===== config.mk =====
export PLATFORM = sky130hd
export DESIGN_NAME = rkc_divider
export DESIGN_NICKNAME = d
export VERILOG_FILES = /design/src/hw/rtl/rkc_pkg.sv /design/src/hw/rtl/rkc_divider.sv
export SDC_FILE = /design/constraint.sdc
export NUM_CORES = 1
export LEC_CHECK = 0
export BUFFER_PORTS_ARGS = -buffer_cell sky130_fd_sc_hd__clkbuf_2
export CORE_MARGIN = 5
export CORE_UTILIZATION = 57
export DETAILED_ROUTE_END_ITERATION = 7
export PLACE_DENSITY_LB_ADDON = 0.15
export SLEW_MARGIN = 15
export SYNTH_ARGS = -nofsm -noshare
export SYNTH_HDL_FRONTEND = slang
export SYNTH_SLANG_ARGS = --single-unit

===== constraint.sdc =====
create_clock -name clk -period 2.7 [get_ports clk]
set_input_delay 0.135 -clock clk [delete_from_list [all_inputs] [get_ports clk]]
set_output_delay 0.135 -clock clk [all_outputs]
set_load 0.01 [all_outputs]

===== src/hw/rtl/rkc_pkg.sv =====
// ----------------------------------------------------------------------------
// rkc_pkg
// Shared types and constants of the RGB k-means colour clustering block.
// ----------------------------------------------------------------------------
package rkc_pkg;

	localparam int MaxPixels   = 4096;
	localparam int MaxClusters = 16;
	localparam int PixIdxW     = 12;
	localparam int PixCntW     = 13;
	localparam int ClusterW    = 4;
	localparam int ChanW       = 8;
	localparam int SumW        = 20;
	localparam int CntW        = 13;

	typedef struct packed {
		logic [ChanW-1:0] r;
		logic [ChanW-1:0] g;
		logic [ChanW-1:0] b;
	} rgb_t;

	typedef enum logic [1:0] {
		FUNC_LOAD          = 2'd0,
		FUNC_RUN           = 2'd1,
		FUNC_READ_LABEL    = 2'd2,
		FUNC_READ_CENTROID = 2'd3
	} func_t;

	localparam logic [1:0] StatusOk    = 2'd0;
	localparam logic [1:0] StatusRange = 2'd1;
	localparam logic [1:0] StatusNoRun = 2'd2;

	localparam logic [1:0] CfgNumClusters = 2'd0;
	localparam logic [1:0] CfgImageWidth  = 2'd1;
	localparam logic [1:0] CfgImageHeight = 2'd2;
	localparam logic [1:0] CfgMaxPasses   = 2'd3;

endpackage


===== src/hw/rtl/rkc_divider.sv =====
// ----------------------------------------------------------------------------
// rkc_divider
// Restoring divider, one quotient bit per cycle, for the centroid means.
// ----------------------------------------------------------------------------
module rkc_divider
	import rkc_pkg::*;
(
	input  logic             clk,
	input  logic             arst_n,
	input  logic             start,
	input  logic [SumW-1:0]  dividend,
	input  logic [CntW-1:0]  divisor,
	output logic             done,
	output logic [ChanW-1:0] quotient
);

	localparam int StepW = $clog2(SumW + 1);

	logic             busy_q;
	logic             done_q;
	logic [StepW-1:0] cnt_q;
	logic [CntW-1:0]  rem_q;
	logic [CntW-1:0]  dvs_q;
	logic [SumW-1:0]  quo_q;
	logic [CntW:0]    trial;
	logic [CntW:0]    rem_next;
	logic             ge;

	assign trial    = {rem_q, quo_q[SumW-1]};
	assign ge       = trial >= {1'b0, dvs_q};
	assign rem_next = ge ? (trial - {1'b0, dvs_q}) : trial;

	always_ff @(posedge clk or negedge arst_n) begin
		if (!arst_n) begin
			busy_q <= 1'b0;
			done_q <= 1'b0;
			cnt_q  <= '0;
		end else begin
			done_q <= 1'b0;
			if (start) begin
				busy_q <= 1'b1;
				cnt_q  <= '0;
			end else if (busy_q) begin
				cnt_q <= cnt_q + 1'b1;
				if (cnt_q == StepW'(SumW - 1)) begin
					busy_q <= 1'b0;
					done_q <= 1'b1;
				end
			end
		end
	end

	always_ff @(posedge clk) begin
		if (start) begin
			quo_q <= dividend;
			rem_q <= '0;
			dvs_q <= divisor;
		end else if (busy_q) begin
			quo_q <= {quo_q[SumW-2:0], ge};
			rem_q <= rem_next[CntW-1:0];
		end
	end

	// the mean of 8-bit samples never exceeds 8 bits
	assign done     = done_q;
	assign quotient = quo_q[ChanW-1:0];

endmodule


==> results of run 1 <==
-- final cells by class --
| type | count | area (sq um) | share of cell area, % |
|---|---|---|---|
| Tap cell | 70 | 87.58 | 2.520 |
| Sequential cell | 53 | 1426 | 41.04 |
| Clock buffer | 6 | 72.57 | 2.088 |
| Multi-Input combinational cell | 175 | 1400 | 40.28 |
| Clock inverter | 2 | 38.79 | 1.116 |
| Inverter | 16 | 60.06 | 1.728 |
| Timing Repair Buffer | 61 | 390.4 | 11.23 |
-- stage by stage --
stage	cells	power (mW)	setup WS, ps	instance area (sq um)
floorplan	268	2.161	420.3	3019
CTS	383	2.942	131.8	3466
detailed placement	363	2.384	141.7	3234
finish	383	2.945	182.0	3476
global placement	363	2.370	200.3	3234
global route	383	3.145	22.94	3476
-- worst max path at each step --
stage               startpoint   endpoint  cells past startpoint
finish               quo_q[19]   quo_q[0]                     10
global route         quo_q[19]   rem_q[8]                     11
CTS                  quo_q[19]   quo_q[0]                     10
detailed placement   quo_q[19]   quo_q[0]                     10
global placement      dvs_q[0]  rem_q[11]                      9
floorplan            quo_q[19]   quo_q[0]                     10
-- cell usage in the layout, fill, tap and decap left out, types with 2 or more instances in the layout --
cell | Yosys | final
nor2_1 | 21 | 21
mux2_2 | 20 | 20
dfrtp_1 | 7 | 7
a31o_2 | 2 | 2
a21oi_2 | 1 | 2
edfxtp_1 | 33 | 33
and3_1 | 2 | 2
o21ai_1 | 9 | 9
o21ai_0 | 3 | 3
nor3_1 | 3 | 3
xnor2_1 | 7 | 7
clkbuf_2 | 0 | 44
buf_4 | 9 | 4
inv_1 | 16 | 16
a311oi_2 | 9 | 9
a311oi_1 | 3 | 3
nand4_1 | 5 | 5
ha_1 | 14 | 14
nor2b_1 | 2 | 2
a221oi_1 | 2 | 2
a21oi_1 | 10 | 9
nand2b_1 | 2 | 2
or3_1 | 2 | 2
xor2_1 | 5 | 5
nand3_1 | 13 | 13
dlygate4sd3_1 | 0 | 12
a21o_1 | 5 | 5
or2_2 | 2 | 2
clkbuf_8 | 0 | 5
dfxtp_1 | 13 | 13
nand2_1 | 6 | 6
a211oi_2 | 2 | 2
mux2i_1 | 3 | 3
-- power breakdown --
group	internal, mW	total (mW)	leakage [nW]	switching [mW]
sequential	1.01	1.12	0.537	0.102
clock	0.279	0.537	0.0554	0.258
combinational	0.604	1.29	0.896	0.687
-- kinds of logic (layout without fill, tap and decap cells) --
kind of cell	Yosys count	in the layout	synth area share, %
mux	23	23	8.454
simple gates	67	67	11.65
flops	53	53	47.24
compound gates	58	58	16.00
xor+xnor	12	12	3.481
buf+inv	40	85	6.713
fa+ha+maj	15	15	6.465
-- repair_timing --
| action | 4_1_cts | 5_1_grt |
|---|---|---|
| endpoints found under the setup margin | 0 | 8 |
| endpoints found under the hold margin | 18 | 0 |
| gates resized for setup | 0 | 2 |
| hold buffers | 12 | 0 |
| setup buffers | 0 | 0 |
-- sequential cells by signal, summed over array words and instances (netlist names) --
| register | count |
|---|---|
| dvs_q | 13 |
| done | 1 |
| busy_q | 1 |
| cnt_q | 5 |
| rem_q | 13 |
| quo_q | 20 |
-- metal layers --
metal | part of all wire [%] | wire [um]
met1 | 44 | 2525
met2 | 50 | 2862
met3 | 4.8 | 276
met4 | 1.3 | 72
met5 | 0 | 0
==> flow_metrics.py, run 1 <==
metrics = {
    "hold_path": {
        "hold_end": "dvs_q[9]",
        "hp-class": "in2reg",
        "whs_path_depth": 1,
        "min-delay-start": "divisor[9]",
    },
    "floorplanning": {
        "die_w_um": 82.78,
        "start_util_pct": 58.74,
        "rows": 26,
        "fp.coreArea_sq_mm": 0.005140,
        "dieArea_sq_mm": 0.006853,
        "die_height_um": 82.78,
        "io_pins": 45,
    },
    "global_route": {
        "overflow": 0,
        "grt_pass1_vias": 2086,
        "grt_antenna_before_repair": 0,
        "grtUsageTotal_pct": 18.29,
        "grt_use_met2_pct": 30.37,
        "met1_usage_pct": 23.83,
        "gr-usage-met3_pct": 3.996,
        "grt_pass1_wl_mm": 9.563,
        "grt.busiest_layer": "met2",
        "grt_max_degree": 39,
    },
    "yosys": {
        "synthMostInstantiatedCell": "edfxtp_1",
        "synthTopCellsByArea": "edfxtp_1, dfxtp_1, mux2_2",
        "ys_top_cells_by_count": "edfxtp_1, nor2_1, mux2_2",
        "synth_cells": 268,
        "ys.flop_type": "edfxtp_1",
        "synthArstFlopShare_pct": 13.21,
        "ys_seq_area_share_pct": 47.24,
        "synth_top_area_share_pct": 32.82,
        "yosys_warnings": 0,
        "synth_largest_area_cell": "edfxtp_1",
        "synth_edf_count": 33,
        "ys_types": 56,
        "syn_area_per_cell_sq_um": 11.27,
        "synth-seq-cells": 53,
        "syn_nets": 319,
        "netlist_area_sq_mm": 0.003019,
    },
    "power_and_ir_drop": {
        "vdd_drop_max_mv": 0.4798,
        "p_per_area_mw_per_mm2": 847.2,
        "leakagePower_nw": 1.488,
    },
    "clocking": {
        "htreeDepth": 2,
        "cts-root-buf": "clkbuf_8",
        "numClockSinks": 53,
        "clockBufferDepth": 2,
        "cts_tree": "yes",
        "clk_latency_ps": 310,
        "clk_pin_slew_ps": 100,
        "cts_made_buffers": 5,
    },
    "critical_path": {
        "crit_type": "reg2reg",
        "reg2reg_setup_slack_ps": 180,
        "crit_required_ps": 2770,
        "worstReg2RegEnd": "quo_q[0]",
        "cp_cell_sequence": "inv_1 -> ha_1 -> inv_1 -> fa_1 -> a211oi_2 -> o21ai_2 -> a21oi_2 -> a21o_4 -> nand2_1 -> mux2_2",
        "cp_data_arrival_time_ps": 2580,
        "startpoint_type": "flop",
        "path_common_cell": "inv_1",
        "critPathBufInv": 2,
        "slowest_stage": "fa_1",
        "slowest_delay_ps": 430,
        "worst-r2r-cell-count": 10,
        "cp_max_fo": 9,
        "crit_family": "compound AO/OA/AOI/OAI gates",
        "endpoint_kind": "flop",
        "timing.rr.start": "quo_q[19]",
    },
    "detailed_routing": {
        "drt_iter0_drc": 104,
        "wl_per_cell_um": 14.97,
        "routed_wl_mm": 5.735,
        "ant_nets": 0,
        "drc_errors": 0,
        "vias": 2136,
        "vias_per_cell": 5.577,
        "firstDrtPassIters": 4,
    },
    "sta": {
        "min_period_over_period_pct": 93.26,
        "fin_crit_ps": 2518,
        "setup_viol": 0,
        "holdWs_ps": 7.993,
        "rsz0062_at_grt": "false",
        "max-slew-margin-rel_pct": 62.05,
        "tns_ps": 0,
        "tightest_slew_ps": 569.2,
        "drv_slew": 0,
        "hold_viol": 0,
        "timing.fmax_ghz": 0.3971,
        "finClkSkew_ps": 9.679,
    },
    "final_layout": {
        "diodes": 0,
        "syn2layout_area_growth_pct": 15.13,
        "drive_gt1_share_pct": 31.63,
        "fin_util_pct": 67.62,
        "nNetsFinal": 363,
        "n_fill_cell": 435,
    },
    "outcome": {
        "outcome": "finished, final reports clean",
    },
    "place": {
        "portBuffers": 44,
        "gp_congestion": 0.8310,
        "hpwl_mm": 4.032,
    },
    "flow_run": {
        "drv_cap": 0,
    },
}
Note: power is estimated with default switching activity, not from simulation.
==> run 2: changes to the inputs <==
--- a/config.mk
+++ b/config.mk
@@ -10,5 +10,6 @@
 export CORE_UTILIZATION = 57
+export CTS_CLUSTER_SIZE = 12
 export DETAILED_ROUTE_END_ITERATION = 7
 export PLACE_DENSITY_LB_ADDON = 0.15
-export SLEW_MARGIN = 15
+export SLEW_MARGIN = 20
 export SYNTH_ARGS = -nofsm -noshare
==> constraint.sdc (replaced) <==
create_clock -name clk -period 2.7 [get_ports clk]
set_input_delay 0.405 -clock clk [delete_from_list [all_inputs] [get_ports clk]]
set_output_delay 0.405 -clock clk [all_outputs]
set_load 0.01 [all_outputs]
==> run 2 against run 1 <==
  * Critical path depth grew 1
  * Non-clock buffer count shrank 12
  * Highest routed layer unchanged
  * Utilization shrank 2.6 points
  * Count of clock-buffer cells in the layout is the same
  * Sequential cell count is the same
  * Largest cell class unchanged
==> flow_metrics.py, run 2 (same netlist as run 1, synthesis figures left out) <==
metrics = {
    "clocking": {
        "cts-root-buf": "clkbuf_8",
        "cts_made_buffers": 5,
        "clk_pin_slew_ps": 90,
        "numClockSinks": 53,
        "clockBufferDepth": 2,
        "cts_tree": "yes",
        "clk_latency_ps": 300,
        "htreeDepth": 2,
    },
    "hold_path": {
        "hp-class": "in2reg",
    },
    "critical_path": {
        "cp_data_arrival_time_ps": 2670,
        "slowest_stage": "fa_1",
        "cp_cell_sequence": "inv_1 -> ha_1 -> inv_1 -> fa_1 -> a211oi_2 -> o21ai_2 -> a21oi_4 -> a21o_4 -> buf_4 -> nand3_1 -> a311oi_1",
        "crit_family": "compound AO/OA/AOI/OAI gates",
        "cp_max_fo": 8,
        "critPathBufInv": 3,
        "crit_type": "reg2reg",
        "endpoint_kind": "flop",
        "startpoint_type": "flop",
        "path_common_cell": "inv_1",
        "crit_required_ps": 2910,
        "slowest_delay_ps": 420,
    },
    "place": {
        "post_dp_cell_area_sq_mm": 0.003227,
        "gp_congestion": 0.8367,
        "hpwl_mm": 4.000,
        "portBuffers": 44,
    },
    "sta": {
        "drv_slew": 0,
        "min_period_over_period_pct": 91.41,
        "timing.fmax_ghz": 0.4052,
        "finClkSkew_ps": 9.155,
        "setup_viol": 0,
        "tns_ps": 0,
        "holdWs_ps": 274.6,
        "hold_viol": 0,
        "max-slew-margin-rel_pct": 64.14,
        "fin_crit_ps": 2468,
        "tightest_slew_ps": 537.8,
    },
    "global_route": {
        "grt_pass1_wl_mm": 9.266,
        "grtUsageTotal_pct": 17.58,
        "overflow": 0,
        "grt_antenna_before_repair": 0,
        "grt_pass1_vias": 2029,
        "grt_max_degree": 39,
    },
    "flow_run": {
        "drv_cap": 0,
    },
    "power_and_ir_drop": {
        "power_mw": 2.832,
        "p_clk_share_pct": 15.4,
        "pwr-share-seq_pct": 39.5,
        "vdd_drop_max_mv": 0.5144,
        "p_int_mw": 1.787,
        "switching_share_pct": 36.90,
        "leakagePower_nw": 1.421,
        "combPwrFrac_pct": 45.1,
        "p_per_area_mw_per_mm2": 847.3,
        "power_switching_mw": 1.045,
    },
    "final_layout": {
        "layout_commonest_cell": "clkbuf_2",
        "mostFrequentLayoutCells": "clkbuf_2, edfxtp_1, nor2_1",
        "nNetsFinal": 351,
        "stdcell_area_sq_mm": 0.003342,
        "drive_gt1_share_pct": 32.56,
        "diodes": 0,
        "top_register": "quo_q",
        "top_regs": "quo_q: 20 flops, dvs_q: 13 flops, rem_q: 13 flops",
        "syn2layout_area_growth_pct": 10.69,
        "largest_reg_flops": 20,
    },
    "detailed_routing": {
        "wl_per_cell_um": 15.05,
        "vias_per_cell": 5.677,
        "drc_errors": 0,
        "ant_nets": 0,
        "firstDrtPassIters": 4,
        "wl_met3_um": 157,
        "vias": 2106,
        "routed_wl_mm": 5.584,
        "wl_met2_mm": 2.768,
        "drt_iter0_drc": 97,
        "routed.top_layer": "met4",
        "drt-met1-wl_mm": 2.631,
    },
    "floorplanning": {
        "fp.coreArea_sq_mm": 0.005140,
        "io_pins": 45,
        "die_height_um": 82.78,
        "die_w_um": 82.78,
        "dieArea_sq_mm": 0.006853,
        "rows": 26,
        "start_util_pct": 58.74,
    },
    "outcome": {
        "outcome": "finished, final reports clean",
    },
}
==> run 2: cell types whose count changed in the layout (fill, tap and decap cells not counted), sizes merged <==
cell | before | now
dlygate4sd3 | 12 | 1
buf | 5 | 4
clkinv | 1 | 0
bufinv | 1 | 0
clkinvlp | 0 | 2
==> run 2: what timing repair did <==
item                                    4_1_cts  5_1_grt
setup buffers                                 0        0
resized for setup                             0        3
endpoints found under the setup margin        0       10
hold buffers                                  1        0
hold endpoints to repair                      7        0
==> run 2: path summary, 6_finish.rpt <==
| kind | slack (ps) | start | to | cells after the start |
|---|---|---|---|---|
| max in group asynchronous | 2070 | arst_n | cnt_q[3] | 2 |
| min | 270 | divisor[5] | dvs_q[5] | 1 |
| min in group asynchronous | 460 | arst_n | done | 2 |
| min reg2reg | 530 | rem_q[11] | rem_q[12] | 2 |
| max reg2reg | 230 | quo_q[19] | rem_q[8] | 11 |
| max | 230 | quo_q[19] | rem_q[8] | 11 |
==> run 2: layout make-up <==
cell class                 count  area (sq um)
clock buffer                   6         72.57
clock inverter                 2         15.01
fill                         469          1798
inverter                      16         60.06
multi-input combinational    175          1408
sequential                    53          1426
tap                           70         87.58
timing repair buffer          49         272.8
==> run 2: through the flow <==
| stage | util (%) | setup WS (ps) | instances |
|---|---|---|---|
| 3_5_place_dp | 62.78 | 160.6 | 362 |
| 2_1_floorplan | - | 420.3 | 268 |
| 3_3_place_gp | 62.78 | 162.6 | 362 |
| 6_report | 65.02 | 231.9 | 371 |
| 5_1_grt | 65.02 | -5.473 | 371 |
| 4_1_cts | 64.68 | 124.8 | 371 |
==> run 2: worst reg2reg max path, cell delays in order, from the launching register on <==
cell	delay, ps
edfxtp_1	370
inv_1	80
ha_1	150
inv_1	50
fa_1	420
a211oi_2	270
o21ai_2	110
a21oi_4	190
a21o_4	200
buf_4	170
nand3_1	80
a311oi_1	280
==> run 2: power groups by stage <==
stage	clock network (mW)	logic [mW]	registers, mW
CTS	0.450	1.26	1.12
global placement	0	1.23	1.13
detailed placement	0	1.24	1.13
floorplan	0	1.06	1.10
global route	0.492	1.41	1.14
finish	0.435	1.28	1.12
==> run 2: layer usage <==
layer / up-vias / global-route usage, %
li1: 1050 / -
met1: 1026 / 24.08
met2: 28 / 28.13
met3: 2 / 3.888
met4: 0 / 4.902
met5: - / 0
